<file path="config.mk">
export PLATFORM = sky130hd
export DESIGN_NAME = strict_decimal_range_parser_top
export DESIGN_NICKNAME = d
export VERILOG_FILES = /design/src/rtl/core/sdrp_pkg.sv /design/src/rtl/core/sdrp_fifo.sv /design/src/rtl/core/sdrp_front.sv /design/src/rtl/core/sdrp_back.sv /design/src/rtl/core/sdrp_check.sv /design/src/rtl/core/strict_decimal_range_parser_top.sv
export SDC_FILE = /design/constraint.sdc
export NUM_CORES = 1
export LEC_CHECK = 0
export BUFFER_PORTS_ARGS = -buffer_cell sky130_fd_sc_hd__clkbuf_2
export CAP_MARGIN = 30
export CORE_ASPECT_RATIO = 2
export CORE_MARGIN = 1.5
export CORE_UTILIZATION = 30
export DETAILED_ROUTE_END_ITERATION = 7
export PLACE_DENSITY_LB_ADDON = 0.25
export RECOVER_POWER = 50
export SYNTH_ARGS = -nofsm -noshare
export SYNTH_HDL_FRONTEND = slang
export SYNTH_HIERARCHICAL = 1
export SYNTH_SLANG_ARGS = --single-unit
</file>
<file path="constraint.sdc">
create_clock -name clk_i -period 10.1 [get_ports clk_i]
set_clock_uncertainty 0.15 [all_clocks]
set_input_delay 2.525 -clock clk_i [delete_from_list [all_inputs] [get_ports clk_i]]
set_output_delay 2.525 -clock clk_i [all_outputs]
set_load 0.05 [all_outputs]
</file>
<file path="src/rtl/core/sdrp_pkg.sv">
// Shared types and constants of the strict decimal range parser.
`timescale 1ns / 1ps

package sdrp_pkg;

  localparam int unsigned VALUE_W  = 64;
  localparam int unsigned CFG_IDX_W = 2;

  localparam logic [CFG_IDX_W-1:0] CFG_SIGNED_MODE = 2'd0;
  localparam logic [CFG_IDX_W-1:0] CFG_RANGE_LOW   = 2'd1;
  localparam logic [CFG_IDX_W-1:0] CFG_RANGE_HIGH  = 2'd2;

  localparam logic               SIGNED_MODE_RST = 1'b1;
  localparam logic [VALUE_W-1:0] RANGE_LOW_RST   = 64'h8000_0000_0000_0000;
  localparam logic [VALUE_W-1:0] RANGE_HIGH_RST  = 64'h7FFF_FFFF_FFFF_FFFF;

  localparam logic [7:0] MINUS_CHAR = 8'h2D;
  localparam logic [7:0] ZERO_CHAR  = 8'h30;
  localparam logic [7:0] NINE_CHAR  = 8'h39;

  typedef enum logic [1:0] {
    STATUS_OK        = 2'd0,
    STATUS_MALFORMED = 2'd1,
    STATUS_OVERFLOW  = 2'd2,
    STATUS_RANGE     = 2'd3
  } status_e;

  typedef enum logic [1:0] {
    KIND_DIGIT = 2'd0,
    KIND_MINUS = 2'd1,
    KIND_OTHER = 2'd2,
    KIND_NONE  = 2'd3
  } char_kind_e;

  typedef struct packed {
    logic [7:0] char_byte;
    logic       last_char;
    logic       no_char;
  } in_item_t;

  typedef struct packed {
    status_e            status;
    logic [VALUE_W-1:0] value;
  } out_item_t;

  typedef struct packed {
    logic               signed_mode;
    logic [VALUE_W-1:0] range_low;
    logic [VALUE_W-1:0] range_high;
  } cfg_t;

  // Classified character as it travels from the front to the back.
  typedef struct packed {
    char_kind_e kind;
    logic [3:0] digit;
    logic       last;
  } cmd_t;

  // Final parse state of one string, handed to the range check.
  typedef struct packed {
    logic [VALUE_W-1:0] magnitude;
    logic               negative;
    logic               digit_seen;
    logic               malformed;
    logic               overflow;
    logic               signed_mode;
  } snap_t;

endpackage

</file>
<file path="src/rtl/core/sdrp_fifo.sv">
// Small synchronous queue used between the parser stages and for the results.
`timescale 1ns / 1ps

module sdrp_fifo #(
  parameter int unsigned DEPTH = 2,
  parameter type T = logic
) (
  input  logic clk_i,
  input  logic rst_ni,
  input  logic wr_i,
  input  T     wdata_i,
  output logic full_o,
  input  logic rd_i,
  output T     rdata_o,
  output logic empty_o
);

  localparam int unsigned PTR_W = (DEPTH > 1) ? $clog2(DEPTH) : 1;
  localparam int unsigned CNT_W = $clog2(DEPTH + 1);

  T                 mem [DEPTH];
  logic [PTR_W-1:0] wr_ptr_q, wr_ptr_d;
  logic [PTR_W-1:0] rd_ptr_q, rd_ptr_d;
  logic [CNT_W-1:0] count_q, count_d;

  function automatic logic [PTR_W-1:0] next_ptr(input logic [PTR_W-1:0] ptr);
    logic [PTR_W-1:0] res;
    if (ptr == PTR_W'(DEPTH - 1)) res = '0;
    else res = ptr + PTR_W'(1);
    return res;
  endfunction

  assign full_o  = (count_q == CNT_W'(DEPTH));
  assign empty_o = (count_q == '0);
  assign rdata_o = mem[rd_ptr_q];

  always_comb begin
    wr_ptr_d = wr_i ? next_ptr(wr_ptr_q) : wr_ptr_q;
    rd_ptr_d = rd_i ? next_ptr(rd_ptr_q) : rd_ptr_q;
    count_d  = count_q;
    if (wr_i && !rd_i) count_d = count_q + CNT_W'(1);
    else if (rd_i && !wr_i) count_d = count_q - CNT_W'(1);
  end

  always_ff @(posedge clk_i) begin
    if (wr_i) mem[wr_ptr_q] <= wdata_i;
  end

  always_ff @(posedge clk_i or negedge rst_ni) begin
    if (!rst_ni) begin
      wr_ptr_q <= '0;
      rd_ptr_q <= '0;
      count_q  <= '0;
    end else begin
      wr_ptr_q <= wr_ptr_d;
      rd_ptr_q <= rd_ptr_d;
      count_q  <= count_d;
    end
  end

`ifndef ASSERT_OFF
  a_no_overfill: assert property (@(posedge clk_i) disable iff (!rst_ni)
    count_q <= CNT_W'(DEPTH))
    else $error("queue count above depth");
  a_no_write_full: assert property (@(posedge clk_i) disable iff (!rst_ni)
    full_o && !rd_i |-> !wr_i)
    else $error("write into a full queue");
  a_no_read_empty: assert property (@(posedge clk_i) disable iff (!rst_ni)
    empty_o |-> !rd_i)
    else $error("read from an empty queue");
`endif

endmodule

</file>
<file path="src/rtl/core/sdrp_front.sv">
// Front stage: accepts characters and classifies them for the parse engine.
`timescale 1ns / 1ps

module sdrp_front (
  input  logic              clk_i,
  input  logic              rst_ni,
  input  logic              accept_i,
  input  sdrp_pkg::in_item_t item_i,
  output logic              cmd_push_o,
  output sdrp_pkg::cmd_t    cmd_o
);

  import sdrp_pkg::*;

  logic first_q, first_d;

  always_comb begin
    cmd_o.last  = item_i.last_char;
    cmd_o.digit = item_i.char_byte[3:0];
    if (item_i.no_char) begin
      cmd_o.kind = KIND_NONE;
    end else if (first_q && item_i.char_byte == MINUS_CHAR) begin
      cmd_o.kind = KIND_MINUS;
    end else if (item_i.char_byte >= ZERO_CHAR && item_i.char_byte <= NINE_CHAR) begin
      cmd_o.kind = KIND_DIGIT;
    end else begin
      cmd_o.kind = KIND_OTHER;
    end
  end

  // An empty beat that does not end the string has no effect and is dropped here.
  assign cmd_push_o = accept_i && (!item_i.no_char || item_i.last_char);

  always_comb begin
    first_d = first_q;
    if (accept_i) begin
      if (item_i.last_char) first_d = 1'b1;
      else if (!item_i.no_char) first_d = 1'b0;
    end
  end

  always_ff @(posedge clk_i or negedge rst_ni) begin
    if (!rst_ni) begin
      first_q <= 1'b1;
    end else begin
      first_q <= first_d;
    end
  end

endmodule

</file>
<file path="src/rtl/core/sdrp_back.sv">
// Parse engine: builds the magnitude and tracks sign and error flags.
`timescale 1ns / 1ps

module sdrp_back (
  input  logic            clk_i,
  input  logic            rst_ni,
  input  logic            cmd_valid_i,
  input  sdrp_pkg::cmd_t  cmd_i,
  output logic            cmd_pop_o,
  input  logic            signed_mode_i,
  input  logic            snap_ready_i,
  output logic            snap_push_o,
  output sdrp_pkg::snap_t snap_o
);

  import sdrp_pkg::*;

  localparam logic [VALUE_W-1:0] LIM_POS = {1'b0, {(VALUE_W-1){1'b1}}};
  localparam logic [VALUE_W-1:0] LIM_NEG = {1'b1, {(VALUE_W-1){1'b0}}};
  localparam logic [VALUE_W-1:0] LIM_UNS = {VALUE_W{1'b1}};

  logic [VALUE_W-1:0] mag_q, mag_d;
  logic neg_q, neg_d;
  logic digit_q, digit_d;
  logic mal_q, mal_d;
  logic ovf_q, ovf_d;

  logic [VALUE_W+3:0] acc;
  logic [VALUE_W-1:0] lim;
  logic take;

  assign take        = cmd_valid_i && (!cmd_i.last || snap_ready_i);
  assign cmd_pop_o   = take;
  assign snap_push_o = take && cmd_i.last;

  // magnitude * 10 + digit; this exceeds the limit exactly when the next digit overflows.
  assign acc = ({4'b0, mag_q} << 3) + ({4'b0, mag_q} << 1) + {{VALUE_W{1'b0}}, cmd_i.digit};
  assign lim = !signed_mode_i ? LIM_UNS : (neg_q ? LIM_NEG : LIM_POS);

  always_comb begin
    mag_d   = mag_q;
    neg_d   = neg_q;
    digit_d = digit_q;
    mal_d   = mal_q;
    ovf_d   = ovf_q;
    unique case (cmd_i.kind)
      KIND_MINUS: begin
        if (signed_mode_i) neg_d = 1'b1;
        else mal_d = 1'b1;
      end
      KIND_DIGIT: begin
        digit_d = 1'b1;
        if (!ovf_q) begin
          if (acc > {4'b0, lim}) ovf_d = 1'b1;
          else mag_d = acc[VALUE_W-1:0];
        end
      end
      KIND_OTHER: mal_d = 1'b1;
      KIND_NONE: ;
      default: ;
    endcase
  end

  always_comb begin
    snap_o.magnitude   = mag_d;
    snap_o.negative    = neg_d;
    snap_o.digit_seen  = digit_d;
    snap_o.malformed   = mal_d;
    snap_o.overflow    = ovf_d;
    snap_o.signed_mode = signed_mode_i;
  end

  always_ff @(posedge clk_i or negedge rst_ni) begin
    if (!rst_ni) begin
      mag_q   <= '0;
      neg_q   <= 1'b0;
      digit_q <= 1'b0;
      mal_q   <= 1'b0;
      ovf_q   <= 1'b0;
    end else if (take) begin
      if (cmd_i.last) begin
        mag_q   <= '0;
        neg_q   <= 1'b0;
        digit_q <= 1'b0;
        mal_q   <= 1'b0;
        ovf_q   <= 1'b0;
      end else begin
        mag_q   <= mag_d;
        neg_q   <= neg_d;
        digit_q <= digit_d;
        mal_q   <= mal_d;
        ovf_q   <= ovf_d;
      end
    end
  end

`ifndef ASSERT_OFF
  a_clear_after_last: assert property (@(posedge clk_i) disable iff (!rst_ni)
    take && cmd_i.last |=> mag_q == '0 && !neg_q && !digit_q && !mal_q && !ovf_q)
    else $error("parse state not cleared after end of string");
  a_snap_has_room: assert property (@(posedge clk_i) disable iff (!rst_ni)
    snap_push_o |-> snap_ready_i)
    else $error("snapshot pushed without room");
  a_frozen_after_overflow: assert property (@(posedge clk_i) disable iff (!rst_ni)
    ovf_q && !(take && cmd_i.last) |=> $stable(mag_q) && ovf_q)
    else $error("magnitude moved after overflow");
`endif

endmodule

</file>
<file path="src/rtl/core/sdrp_check.sv">
// Result stage: applies sign, range check and status priority to a finished string.
`timescale 1ns / 1ps

module sdrp_check (
  input  logic              clk_i,
  input  logic              rst_ni,
  input  sdrp_pkg::cfg_t    cfg_i,
  input  logic              snap_push_i,
  input  sdrp_pkg::snap_t   snap_i,
  output logic              snap_ready_o,
  input  logic              res_full_i,
  output logic              res_push_o,
  output sdrp_pkg::out_item_t res_o
);

  import sdrp_pkg::*;

  snap_t snap_q;
  logic  valid_q;

  logic [VALUE_W-1:0] v;
  logic [VALUE_W-1:0] v_key, lo_key, hi_key;

  assign res_push_o   = valid_q && !res_full_i;
  assign snap_ready_o = !valid_q || !res_full_i;

  assign v = snap_q.negative ? (~snap_q.magnitude + VALUE_W'(1)) : snap_q.magnitude;

  // Flipping the sign bit turns a signed compare into an unsigned one.
  assign v_key  = {v[VALUE_W-1] ^ snap_q.signed_mode, v[VALUE_W-2:0]};
  assign lo_key = {cfg_i.range_low[VALUE_W-1] ^ snap_q.signed_mode,
                   cfg_i.range_low[VALUE_W-2:0]};
  assign hi_key = {cfg_i.range_high[VALUE_W-1] ^ snap_q.signed_mode,
                   cfg_i.range_high[VALUE_W-2:0]};

  always_comb begin
    res_o.value = '0;
    priority if (snap_q.malformed || !snap_q.digit_seen ||
                 (snap_q.negative && !snap_q.signed_mode)) begin
      res_o.status = STATUS_MALFORMED;
    end else if (snap_q.overflow) begin
      res_o.status = STATUS_OVERFLOW;
    end else if (v_key < lo_key || v_key > hi_key) begin
      res_o.status = STATUS_RANGE;
    end else begin
      res_o.status = STATUS_OK;
      res_o.value  = v;
    end
  end

  always_ff @(posedge clk_i) begin
    if (snap_push_i) snap_q <= snap_i;
  end

  always_ff @(posedge clk_i or negedge rst_ni) begin
    if (!rst_ni) begin
      valid_q <= 1'b0;
    end else if (snap_push_i) begin
      valid_q <= 1'b1;
    end else if (res_push_o) begin
      valid_q <= 1'b0;
    end
  end

endmodule

</file>
<file path="src/rtl/core/strict_decimal_range_parser_top.sv">
// Top level of the strict decimal range parser with its configuration registers.
`timescale 1ns / 1ps

// Parses an ASCII decimal string, one character per input beat, into a 64-bit value
// and reports ok, malformed, overflow or out of range on the beat marked last.
// The block takes one character every cycle while the command queue has room: the
// front classifies each beat into a short command queue, the parse engine retires one
// command per cycle with one multiply-by-ten add, a string's last only while the check
// has room, and finished strings pass through a range-check register into the result
// queue. Input stalls only when the command queue fills behind a full result queue.
// Configuration writes take effect at once and are meant for idle periods.
module strict_decimal_range_parser_top #(
  parameter int unsigned CMD_DEPTH = 2,
  parameter int unsigned RES_DEPTH = 2
) (
  input  logic                                   clk_i,
  input  logic                                   rst_ni,
  input  logic                                   push,
  input  sdrp_pkg::in_item_t                     item_i,
  output logic                                   full,
  output logic                                   empty,
  input  logic                                   pop,
  output sdrp_pkg::out_item_t                    result_o,
  input  logic                                   cfg_we_i,
  input  logic [sdrp_pkg::CFG_IDX_W-1:0]         cfg_idx_i,
  input  logic [sdrp_pkg::VALUE_W-1:0]           cfg_data_i
);

  import sdrp_pkg::*;

  cfg_t cfg_q;

  logic      accept;
  logic      cmd_push, cmd_full, cmd_empty, cmd_pop;
  cmd_t      cmd_in, cmd_head;
  logic      snap_push, snap_ready;
  snap_t     snap;
  logic      res_push, res_full;
  out_item_t res;

  always_ff @(posedge clk_i or negedge rst_ni) begin
    if (!rst_ni) begin
      cfg_q.signed_mode <= SIGNED_MODE_RST;
      cfg_q.range_low   <= RANGE_LOW_RST;
      cfg_q.range_high  <= RANGE_HIGH_RST;
    end else if (cfg_we_i) begin
      unique case (cfg_idx_i)
        CFG_SIGNED_MODE: cfg_q.signed_mode <= cfg_data_i[0];
        CFG_RANGE_LOW:   cfg_q.range_low   <= cfg_data_i;
        CFG_RANGE_HIGH:  cfg_q.range_high  <= cfg_data_i;
        default: ;
      endcase
    end
  end

  assign full   = cmd_full;
  assign accept = push && !cmd_full;

  sdrp_front u_front (
    .clk_i      (clk_i),
    .rst_ni     (rst_ni),
    .accept_i   (accept),
    .item_i     (item_i),
    .cmd_push_o (cmd_push),
    .cmd_o      (cmd_in)
  );

  sdrp_fifo #(
    .DEPTH (CMD_DEPTH),
    .T     (cmd_t)
  ) u_cmd_fifo (
    .clk_i   (clk_i),
    .rst_ni  (rst_ni),
    .wr_i    (cmd_push),
    .wdata_i (cmd_in),
    .full_o  (cmd_full),
    .rd_i    (cmd_pop),
    .rdata_o (cmd_head),
    .empty_o (cmd_empty)
  );

  sdrp_back u_back (
    .clk_i         (clk_i),
    .rst_ni        (rst_ni),
    .cmd_valid_i   (!cmd_empty),
    .cmd_i         (cmd_head),
    .cmd_pop_o     (cmd_pop),
    .signed_mode_i (cfg_q.signed_mode),
    .snap_ready_i  (snap_ready),
    .snap_push_o   (snap_push),
    .snap_o        (snap)
  );

  sdrp_check u_check (
    .clk_i        (clk_i),
    .rst_ni       (rst_ni),
    .cfg_i        (cfg_q),
    .snap_push_i  (snap_push),
    .snap_i       (snap),
    .snap_ready_o (snap_ready),
    .res_full_i   (res_full),
    .res_push_o   (res_push),
    .res_o        (res)
  );

  sdrp_fifo #(
    .DEPTH (RES_DEPTH),
    .T     (out_item_t)
  ) u_res_fifo (
    .clk_i   (clk_i),
    .rst_ni  (rst_ni),
    .wr_i    (res_push),
    .wdata_i (res),
    .full_o  (res_full),
    .rd_i    (pop && !empty),
    .rdata_o (result_o),
    .empty_o (empty)
  );

endmodule

</file>
# Word-level counts from Yosys, hierarchy flattened

Memories as Yosys holds them, arrays and structs flattened.
Index checks and enable logic that the tools add are counted.

Logic and storage cells: 139
Output and inout port bits: 68
Input port bits: 81
Bits in registers: 276
Memory bits (writable): 146
Memories kept: 2

Memories:

| memory         | depth | bits a word | read ports | clocked after Yosys merged registers in | wr ports | line            | text |
|---|---|---|---|---|---|---|---|
| u_res_fifo.mem | 2     | 66          | 1          | 0                                       | 1        | sdrp_fifo.sv:21 | `T mem [DEPTH];` |
| u_cmd_fifo.mem | 2     | 7           | 1          | 0                                       | 1        | sdrp_fifo.sv:21 |  |

Order comparisons: 5
Bitwise logic cells: 4
Reductions and logical operators: 43
Add/sub/neg operators: 11
Eq/ne operators: 8
Muxes and demuxes: 44

Operator list:

| kind                                                                  | count |
|---|---|
| 64-bit two-way mux                                                    | 10 |
| 67-bit by 65-bit adder with 68-bit output                             | 1 |
| 68-bit by 4-bit adder with 68-bit output                              | 1 |
| 68-bit by 64-bit > comparator with 1-bit output                       | 1 |
| 64-bit by 1-bit adder with 64-bit output, second input constant       | 1 |
| 64-bit > comparator                                                   | 1 |
| 64-bit less-than comparator                                           | 1 |
| 64-bit NOT                                                            | 1 |
| 1-bit two-way mux                                                     | 23 |
| 2-bit two-way mux                                                     | 10 |
| 1-bit logical AND                                                     | 13 |
| 1-bit logical NOT                                                     | 13 |
| 2-bit equality test, second input constant                            | 4 |
| 8-bit by 6-bit equality test with 1-bit output, second input constant | 1 |
| 8-bit by 6-bit >= comparator with 1-bit output, second input constant | 1 |
| 8-bit by 6-bit <= comparator with 1-bit output, second input constant | 1 |
| 2-bit logical NOT                                                     | 4 |
| 2-bit AND reduction                                                   | 4 |
| 1-bit logical OR                                                      | 6 |
| 2-bit nonzero test                                                    | 3 |
| 1-bit adder, second input constant                                    | 4 |
| 2-bit by 1-bit adder with 2-bit output, second input constant         | 2 |
| 2-bit by 1-bit equality test with 1-bit output, second input constant | 2 |
| 2-bit by 1-bit subtractor with 2-bit output, second input constant    | 2 |
| other kinds (3)                                                       | 5 |

# Longest topological paths before layout

Gate-level depths: netlist of the first run.

Depth in word-level cells: 9
Depth in mapped cells: 32
Mapped depth without buffers: 28

# Hierarchy

The synthesis of the first run kept the hierarchy.

Modules (own cells, without submodules):

| module                          | area an instance (um^2) | cells each | instances | sequential area each (um^2) |
|---|---|---|---|---|
| sdrp_back                       | 10052.1                 | 1269       | 1         | 1701.6 |
| sdrp_check                      | 7499.7                  | 880        | 1         | 2097.0 |
| strict_decimal_range_parser_top | 5514.0                  | 278        | 1         | 3309.4 |
| sdrp_fifo at u_res_fifo         | 5062.4                  | 221        | 1         | 4063.9 |
| sdrp_fifo at u_cmd_fifo         | 699.4                   | 38         | 1         | 520.5 |
| sdrp_front                      | 140.1                   | 17         | 1         | 26.3 |

# Worst setup path before layout of the first run

Ideal clock, no wire load.

Path kind: register to register
Start: reg u_cmd_fifo.rd_ptr_q
End: reg u_check/snap_q[42] (netlist bit) (data pin)
Library setup time: 0.266 ns
Data required time: 9.684 ns
Path buffers: 4
Period minus slack after synthesis: 6.579 ns
Data arrival time: 6.163 ns
Cell stages (with the launch flop): 30
Slack: 3.521 ns
Path through: dfrtp_1 -> buf_6 -> mux2_2 -> fa_1 -> inv_1 -> fa_1 -> nor2b_1 -> o2111ai_1 -> a21oi_2 -> a211oi_1 -> nor3_1 -> a21oi_1 -> o21ai_0 -> xnor2_1 -> inv_1 -> ha_1 -> and3_1 -> nand4_1 -> or4_1 -> o31ai_1 -> or2_2 -> o221ai_1 -> a21oi_1 -> o2111ai_1 -> or3_1 -> clkbuf_1 -> buf_2 -> buf_1 -> nand2_1 -> o21ai_0

RTL lines:

| item                   | line             | text |
|---|---|---|
| start, declared        | sdrp_fifo.sv:23  | `logic [PTR_W-1:0] rd_ptr_q, rd_ptr_d;` |
| start signal, assigned | sdrp_fifo.sv:56  | `rd_ptr_q <= rd_ptr_d;` |
| end signal, assigned   | sdrp_check.sv:52 | `if (snap_push_i) snap_q <= snap_i;` |
| end, declared          | sdrp_check.sv:18 | `snap_t snap_q;` |

==> results of run 1 <==
worst paths after layout:
kind                                startpoint                  end  cells past startpoint  slack, ns
max in group asynchronous               rst_ni     u_back/mag_q[13]                      2       2.71
hold / removal             u_cmd_fifo/wr_ptr_q  u_cmd_fifo/wr_ptr_q                      1       0.33
setup / recovery           u_cmd_fifo/rd_ptr_q   u_check/snap_q[56]                      9       1.47
min in group asynchronous               rst_ni     u_back/mag_q[52]                      1       3.51
setup reg to reg           u_cmd_fifo/rd_ptr_q   u_check/snap_q[56]                      9       1.47
hold reg to reg            u_cmd_fifo/wr_ptr_q  u_cmd_fifo/wr_ptr_q                      1       0.33
through the flow:
| step | instance area, µm² | cells | setup WS [ns] |
|---|---|---|---|
| 3_5_place_dp | 30700 | 3967 | 1.659 |
| 3_3_place_gp | 30700 | 3966 | 1.813 |
| 5_1_grt | 31970 | 4047 | 0.7827 |
| 4_1_cts | 32240 | 4047 | 1.637 |
| 2_1_floorplan | 28970 | 2703 | 3.521 |
| 6_report | 31970 | 4047 | 1.467 |
sequential cells by signal, summed over array words and instances (netlist names), 2 cells and up:
register	flops
u_check/snap_q	69
u_res_fifo/mem	132
u_cmd_fifo/mem	14
cfg_q	129
u_back/mag_q	64
u_cmd_fifo/count_q	2
u_res_fifo/count_q	2
report_power, final:
part           switching [mW]  internal [mW]  total, mW  leakage, nW
Sequential              0.292           2.45       2.75         4.57
Combinational            2.95           1.41       4.36         9.25
Clock                   0.723           1.05       1.77        0.740
cells in the final DEF, fill, tap and decap left out, drive strengths merged, types with 60 or more instances in the layout:
master	n
mux2	210
nand4	61
a21o	60
dfstp	66
a21oi	141
a22o	67
inv	208
dfrtp	141
nand2	257
o21ai	146
clkbuf	212
nor3	70
ha	324
nor2	67
edfxtp	215
xnor2	92
worst max-delay path: cells and delay by family, from the launching register on:
kind | cells | cell delay, ns
compound gates | 1 | 0.52
buf+inv | 6 | 6.35
flops | 1 | 0.53
mux | 1 | 0.37
simple gates | 1 | 0.14
metal layers:
metal | wire [µm] | vias to the layer above | track usage (%)
met5 | 17 | - | 0
met4 | 2048 | 2 | 4.589
met3 | 3148 | 101 | 1.560
met2 | 35050 | 480 | 25.07
met1 | 38230 | 10170 | 22.49
li1 | - | 10140 | -
layout make-up:
cell class / instances / area, µm² / area share (%)
timing repair buffer: 174 / 897.1 / 2.806
multi-input combinational: 1943 / 15500 / 48.50
clock inverter: 27 / 394.1 / 1.233
inverter: 206 / 773.2 / 2.419
sequential: 422 / 11720 / 36.67
clock buffer: 53 / 1145 / 3.581
tap: 1222 / 1529 / 4.783
logic make-up (layout without fill, tap and decap cells):
logic type               count (synthesis)  count (layout)  share of synthesized area [%]
multiplexers                           210             210                          10.11
adder cells (fa/ha/maj)                326             326                          14.13
buffers and inverters                  338             460                          5.473
AND/OR/NAND/NOR                        645             645                          11.21
AO/OA/AOI/OAI                          625             625                          14.48
flip-flops                             422             422                          40.45
XOR/XNOR                               137             137                          4.142
==> impl_metrics.toml, run 1 <==
[logic_synthesis]
synth.most_common_cell = "ha_1"
synth_top_cell_area_share_pct = 22.29
synth_area_leaders = "edfxtp_1, ha_1, dfrtp_1"
yosys_warnings = 6
yosysTopAreaCell = "edfxtp_1"
ys_types = 84
syn_area_um2 = 28970
syn_area_per_cell_um2 = 10.72
synthTopCellsByCount = "ha_1, nand2_1, edfxtp_1"
synthCells = 2703
synth_edf_count = 215
yosysSeqAreaShare_pct = 40.45
async_flop_share_pct = 49.05
synth_ff_type = "edfxtp_1"
syn-num-nets = 3110
ys_seq_elements = 422

[worst_setup_path]
cp_cell_sequence = "mux2_2 > clkbuf_1 > inv_1 > clkbuf_1 > o21ai_0 > inv_1 > nand2_1 > clkinv_1 > clkbuf_1"
path_max_fanout = 72
crit_type = "reg -> reg"
setup.worst_path.start_class = "flop"
end_kind = "flop"
max_stage_delay_ns = 2.83
required_ns = 10.02
crit_arrival_ns = 8.56
crit_top_cell = "clkbuf_1"
critPathSlowestCell = "clkbuf_1"

[floorplan]
ios = 149
die_w_um = 222.7
rows = 161
die_h_um = 442.5
die_area_um2 = 98540
initial_core_util_pct = 30.21
core-area_um2 = 95890

[clock_tree]
root_buffer = "clkbuf_16"
clockBufferDepth = 3
tritoncts = "built"
numCtsBuffers = 43
post_cts_resized = 0
path_clk_slew_ns = 0.07
cts.sinks = 422
post-cts-setup-buffers = 0
insertion_delay_ns = 0.57
cts.htree.levels = 2
cts_hold_buffers = 0

[power_and_ir_drop]
p_per_area_nw_per_um2 = 277.7
finalPower_mw = 8.876
ir_drop_mv = 0.2973
p_leak_nw = 14.56

[timing]
hold_slack_ns = 0.3309
setup-violations-final = 0
worst_pin_slew_ns = 4.716
fmax_mhz = 115.8
period_needed_ns = 8.633
relSlewSlack_pct = -214.4
fin_tns_setup_ns = 0
slew_viol_final = 664
hold_viol = 0
rsz0062_at_grt = "false"
period_share_pct = 85.47

[final_layout]
fin_util_pct = 33.34
drive_gt1_share_pct = 17.42
area_growth_pct = 10.35
nets = 3197
fillers = 9818
n_antenna_cell = 0

[global_routing]
grt_pass1_vias = 20850
grt_pass1_wl_um = 123200
grt-ovfl-total = 0
grt_start_max_net_pins = 85
grtUsageTotal_pct = 15.75
antenna_found_initial = 1

[run_status]
status = "finished, violations left"
violations = "max-capacitance violations, max-slew violations"

[job]
drv_cap = 12

[routing]
drc = 0
via_per_inst = 5.162
finalWirelength_um = 78490
dr.pass1.iters = 7
drt_iter0_drc = 1351
antenna_left = 0
wl_per_cell_um = 19.40
dr_total_vias = 20890

[placed_design]
gp_congestion = 0.8745
place.port_buffers = 148
dp_hpwl_um = 59180

[worst_hold_path]
hold_class = "reg -> reg"
No activity file was read; power rests on OpenSTA's default activity.
==> inputs of run 2 (changes only) <==
--- a/config.mk
+++ b/config.mk
@@ -5,11 +5,12 @@
 export SDC_FILE = /design/constraint.sdc
 export NUM_CORES = 1
 export LEC_CHECK = 0
-export BUFFER_PORTS_ARGS = -buffer_cell sky130_fd_sc_hd__clkbuf_2
+export BUFFER_PORTS_ARGS = -buffer_cell sky130_fd_sc_hd__buf_4
 export CAP_MARGIN = 30
 export CORE_ASPECT_RATIO = 2
 export CORE_MARGIN = 1.5
 export CORE_UTILIZATION = 30
+export CTS_BUF_LIST = sky130_fd_sc_hd__clkbuf_16
 export DETAILED_ROUTE_END_ITERATION = 7
 export PLACE_DENSITY_LB_ADDON = 0.25
 export RECOVER_POWER = 50
==> run 2 against run 1 <==
  * The flow still finishes with violations (max-capacitance violations, max-slew violations)
  * Final cell count about the same
  * Sequential share of layout area decreased by 0.14 points
  * Total power shrank 1.6%
  * Utilization rose by 0.13 points
  * Critical path depth is 17 higher
  * Worst setup slack improved by 0.16 ns
  * First-iteration DRC count decreased by 8.2%
  * Global-route usage down 0.10 points
  * Largest power group unchanged
==> impl_metrics.toml, run 2 (synthesis results as in run 1) <==
[worst_setup_path]
regToRegStartpoint = "u_cmd_fifo/rd_ptr_q"
crit_type = "reg -> reg"
end_kind = "flop"
worstReg2RegEnd = "u_back/mag_q[47]"
rrSetupSlack_ns = 1.63
r2r_cells = 26
crit_arrival_ns = 8.78
setup.worst_path.start_class = "flop"
path_max_fanout = 12
required_ns = 10.40

[routing]
via_per_inst = 5.158
antenna_left = 0
drt_iter0_drc = 1240
dr_total_vias = 20860
wl_met1_um = 37990
dr.pass1.iters = 5
top_layer = "met4"
wl_met3_um = 3411
finalWirelength_um = 78260
wl_met2_um = 35060
wl_per_cell_um = 19.35
drc = 0

[timing]
period_share_pct = 83.86
fin_tns_setup_ns = 0
hold_viol = 0
setup-violations-final = 0
finalWorstSetupSlack_ns = 1.630
rsz0062_at_grt = "false"
relSlewSlack_pct = -147.7
period_needed_ns = 8.470
fmax_mhz = 118.1
worst_pin_slew_ns = 3.716
slew_viol_final = 482

[floorplan]
die_area_um2 = 98540
die_h_um = 442.5
rows = 161
die_w_um = 222.7
ios = 149
initial_core_util_pct = 30.21
core-area_um2 = 95890

[run_status]
status = "finished, violations left"
violations = "max-capacitance violations, max-slew violations"

[power_and_ir_drop]
p_per_area_nw_per_um2 = 272.3
ir_drop_mv = 0.2364
p_leak_nw = 14.51
finalPower_mw = 8.738

[placed_design]
place_area_um2 = 31060
dp_hpwl_um = 59260
gp_congestion = 0.8822
place.port_buffers = 148
dp_slack_ns = 1.686
place_inst = 3964

[final_layout]
fillers = 9733
area_growth_pct = 10.78
largest_reg_flops = 132
drive_gt1_share_pct = 16.88
fin_area_um2 = 32090
layout_common_cells = "ha_1, nand2_1, edfxtp_1"
regMostFlops = "u_res_fifo/mem"
reg.largest.list = "u_res_fifo/mem: 132 flops, cfg_q: 129 flops, u_check/snap_q: 69 flops"
multi_input_area_um2 = 15450
nets = 3193
layout_commonest_cell = "ha_1"
stdcell_count = 4044
regArea_um2 = 11720

[clock_tree]
cts.htree.levels = 2
path_clk_slew_ns = 0.06
cts_hold_buffers = 0
insertion_delay_ns = 0.58
post_cts_resized = 0
clockBufferDepth = 3
numCtsBuffers = 42
root_buffer = "clkbuf_16"
tritoncts = "built"
post-cts-setup-buffers = 0
cts.sinks = 422

[global_routing]
grt_start_max_net_pins = 109
antenna_found_initial = 1
grt-ovfl-total = 0
grt_pass1_wl_um = 121700
grt_pass1_vias = 20410
grtUsageTotal_pct = 15.65

[job]
drv_cap = 10

[worst_hold_path]
hold_class = "reg -> reg"
holdPathEnd = "u_res_fifo/wr_ptr_q"
hold_start = "u_res_fifo/wr_ptr_q"
holdPathStages = 1
## run 2: changes by cell type in the layout (fill, tap and decap cells not counted), sizes merged, moves of 2 or more
cell / before / now
buf: 15 / 153
clkinv: 11 / 20
bufinv: 9 / 3
diode: 0 / 2
clkbuf: 212 / 60
inv: 208 / 213
## run 2: per-layer routing
metal / vias up / global-route usage, %
met5: - / 0
met4: 0 / 4.244
met3: 83 / 1.441
met2: 499 / 24.54
met1: 10140 / 22.87
li1: 10140 / -
## run 2: critical path, stage by stage (launching register included)
cell and delay [ns]:
dfrtp_1 0.53, mux2_2 0.40, fa_1 0.50, ha_1 0.31
a21o_1 0.19, a21o_1 0.25, a211oi_1 0.53, o21ba_2 0.37
nand3b_1 0.14, nand3_1 0.19, a21oi_1 0.40, o21ai_0 0.25
a21oi_1 0.20, xor2_1 0.28, inv_1 0.08, ha_1 0.32
a21o_1 0.19, a21o_1 0.18, a21oi_1 0.16, o211ai_1 0.10
a211oi_1 0.32, o221ai_1 0.17, a21oi_1 0.16, o2111ai_1 0.33
nor3_2 0.71, nand2_1 0.56, o31ai_1 0.37
## run 2: power by group
part | total, mW | internal, mW | switching [mW]
combinational | 4.44 | 1.51 | 2.94
clock | 1.57 | 0.849 | 0.716
sequential | 2.73 | 2.44 | 0.287
total | 8.74 | 4.80 | 3.94
## run 2: how the worst max path moves through the flow
| stage | start | to | depth (start not counted) |
|---|---|---|---|
| 2_1_floorplan | u_cmd_fifo/rd_ptr_q | u_check/snap_q[42] | 29 |
| 3_3_place_gp | u_cmd_fifo/rd_ptr_q | u_back/mag_q[48] | 27 |
| 3_5_place_dp | u_cmd_fifo/rd_ptr_q | u_back/mag_q[47] | 25 |
| 4_1_cts | u_cmd_fifo/rd_ptr_q | u_back/mag_q[47] | 25 |
| 5_1_grt | u_cmd_fifo/rd_ptr_q | u_back/mag_q[47] | 26 |
| 6_report | u_cmd_fifo/rd_ptr_q | u_back/mag_q[47] | 26 |
## run 2: stage by stage
| stage | hold WS, ns | util, % |
|---|---|---|
| after floorplan | 0.3031 | - |
| after global placement | 0.3172 | 32.40 |
| after detailed placement | 0.3239 | 32.40 |
| after CTS | 0.3353 | 33.81 |
| after global routing | 0.3486 | 33.46 |
| final | 0.3335 | 33.47 |
## run 2: cell type report
type / count / share of cell area [%]
multi-input cells: 1943 / 48.16
flip-flops and latches: 422 / 36.53
well taps: 1222 / 4.765
repair buffers: 171 / 3.907
clock buffers: 42 / 3.275
inverters: 206 / 2.410
clock inverters: 36 / 0.9358
diodes: 2 / 0.01560
==> inputs of run 3 (changes only) <==
--- a/config.mk
+++ b/config.mk
@@ -5,6 +5,7 @@
 export SDC_FILE = /design/constraint.sdc
 export NUM_CORES = 1
 export LEC_CHECK = 0
+export ABC_AREA = 1
 export BUFFER_PORTS_ARGS = -buffer_cell sky130_fd_sc_hd__buf_4
 export CAP_MARGIN = 30
 export CORE_ASPECT_RATIO = 2
==> constraint.sdc (replaced) <==
create_clock -name clk_i -period 8.8 [get_ports clk_i]
set_clock_uncertainty 0.15 [all_clocks]
set_input_delay 2.2 -clock clk_i [delete_from_list [all_inputs] [get_ports clk_i]]
set_output_delay 2.2 -clock clk_i [all_outputs]
set_load 0.05 [all_outputs]
==> run 3 against run 2 <==
  * The run still ends with max-capacitance violations, max-slew violations left
  * Final cell count rose by 35%
  * Utilization rose by 0.16 points
  * Register-to-register slack improved by 0.44 ns
  * Area after synthesis rose by 9.8%
  * Sequential share of layout area fell by 3.3 points
  * Cell area rose by 9.9%
  * Critical path depth fell by 20
  * Worst setup slack got worse by 0.35 ns
  * Flip-flop and latch count did not move
  * Sequential power rose by 22%
  * Largest power group unchanged
==> impl_metrics.toml, run 3 <==
[timing]
fmax_mhz = 133.0
worst_pin_slew_ns = 5.442
relSlewSlack_pct = -262.8
fin_tns_setup_ns = 0
rsz0062_at_grt = "false"
slew_viol_final = 515
period_share_pct = 85.45
hold_slack_ns = 0.3135
setup-violations-final = 0
period_needed_ns = 7.520
hold_viol = 0

[routing]
wl_per_cell_um = 20.33
dr.pass1.iters = 7
drt_iter0_drc = 1351
antenna_left = 0
finalWirelength_um = 110900
via_per_inst = 4.908
dr_total_vias = 26760
drc = 0

[logic_synthesis]
synth_top_cell_area_share_pct = 20.30
synth_ff_type = "edfxtp_1"
yosysSeqAreaShare_pct = 36.85
ys_seq_elements = 422
syn_area_per_cell_um2 = 8.005
synth.most_common_cell = "nand2_1"
syn_area_um2 = 31800
syn-num-nets = 4380
synth_area_leaders = "edfxtp_1, nand2_1, ha_1"
synth_edf_count = 215
ys_types = 56
yosysTopAreaCell = "edfxtp_1"
async_flop_share_pct = 49.05
yosys_warnings = 6
synthCells = 3973
synthTopCellsByCount = "nand2_1, inv_1, nor2_1"

[floorplan]
core-area_um2 = 104900
initial_core_util_pct = 30.32
die_w_um = 233.2
rows = 168
ios = 149
die_area_um2 = 108100
die_h_um = 463.5

[final_layout]
reg.largest.list = "u_res_fifo/mem: 132 flops, cfg_q: 129 flops, u_check/snap_q: 69 flops"
fin_util_pct = 33.62
nets = 4464
regMostFlops = "u_res_fifo/mem"
fin_area_um2 = 35270
area_growth_pct = 10.89
largest_reg_flops = 132
drive_gt1_share_pct = 12.37
layout_common_cells = "nand2_1, inv_1, nor2_1"
layout_commonest_cell = "nand2_1"

[worst_setup_path]
end_kind = "flop"
required_ns = 9.13
crit_arrival_ns = 7.85
crit_type = "in -> reg"
path_max_fanout = 64
setup.worst_path.start_class = "primary input"

[global_routing]
grt_pass1_vias = 28060
grtUsageTotal_pct = 20.57
grt_use_met3_pct = 1.839
antenna_found_initial = 1
met1_usage_pct = 18.64
grt-ovfl-total = 0
grt_start_max_net_pins = 128
top_usage_layer = "met2"
grt_pass1_wl_um = 166300
met2_usage_pct = 40.74

[clock_tree]
clockBufferDepth = 3
cts.sinks = 422
root_buffer = "clkbuf_16"
cts.htree.levels = 2
path_clk_slew_ns = 0.07
cts_hold_buffers = 0
post_cts_resized = 0
numCtsBuffers = 42
post-cts-setup-buffers = 0
tritoncts = "built"
insertion_delay_ns = 0.61

[power_and_ir_drop]
internal_power_mw = 5.839
pwr-share-seq_pct = 28.7
p_sw_mw = 5.712
finalPower_mw = 11.55
swShare_pct = 49.45
p_per_area_nw_per_um2 = 327.6
p_leak_nw = 17.29
ir_drop_mv = 0.2403
p_comb_share_pct = 55.6
clkPwrFrac_pct = 15.7

[placed_design]
place_area_um2 = 34050
place.port_buffers = 148
dp_hpwl_um = 87560
gp_congestion = 1.008

[run_status]
status = "finished, violations left"
violations = "max-capacitance violations, max-slew violations"

[worst_hold_path]
hold_class = "reg -> reg"

[job]
drv_cap = 10
## run 3: per-stage QoR
stage	instances	setup WS, ns
after floorplan	3973	3.874
after global placement	5372	2.225
after detailed placement	5373	2.205
after CTS	5451	2.191
after global routing	5452	1.011
final	5452	1.280
## run 3: cells by family after synthesis
family                     synth area share, %
and+or+nand+nor                          29.08
buffers and inverters                    8.966
DFF                                      36.85
AOI/OAI and AO/OA                        5.787
adders and majority gates                12.87
xor gates and xnor gates                 3.427
muxes                                    3.021
## run 3: power groups by stage
stage / clock network (mW) / registers (mW) / logic, mW
6_report: 1.81 / 3.32 / 6.42
5_1_grt: 1.93 / 3.39 / 7.13
4_1_cts: 1.87 / 3.31 / 6.50
3_5_place_dp: 0 / 3.34 / 6.48
3_3_place_gp: 0 / 3.34 / 6.42
2_1_floorplan: 0 / 3.12 / 4.75
## run 3: worst paths after layout
check                                     from                     to  slack, ns  cells after the start
max                               cfg_idx_i[1]              cfg_q[98]       1.28                      6
min                                   cfg_q[4]               cfg_q[4]       0.31                      2
max reg2reg                u_cmd_fifo/rd_ptr_q     u_check/snap_q[17]       2.07                     25
min reg2reg                           cfg_q[4]               cfg_q[4]       0.31                      2
max in group asynchronous               rst_ni  u_res_fifo/count_q[1]       1.99                      1
min in group asynchronous               rst_ni        u_back/mag_q[6]       3.45                      1
## run 3: layout make-up
type,instances,area (µm²)
fillers,11110,69620
flip-flops and latches,422,11720
inverters,524,1968
diodes,1,2.502
clock inverters,34,225.2
well taps,1360,1702
repair buffers,179,1301
clock buffers,44,1101
multi-input cells,2888,17240
## run 3: worst max-delay path: stages
cell and delay [ns]:
clkbuf_1 0.76, clkbuf_1 2.23, clkinv_1 0.45, clkbuf_1 1.52, nand4_1 0.48, nand2_1 0.09
## run 3: routing by layer
| metal | vias up | part of all wire (%) |
|---|---|---|
| li1 | 13220 | - |
| met3 | 310 | 2.6 |
| met2 | 585 | 56 |
| met5 | - | 0 |
| met1 | 12650 | 33 |
| met4 | 0 | 8.7 |
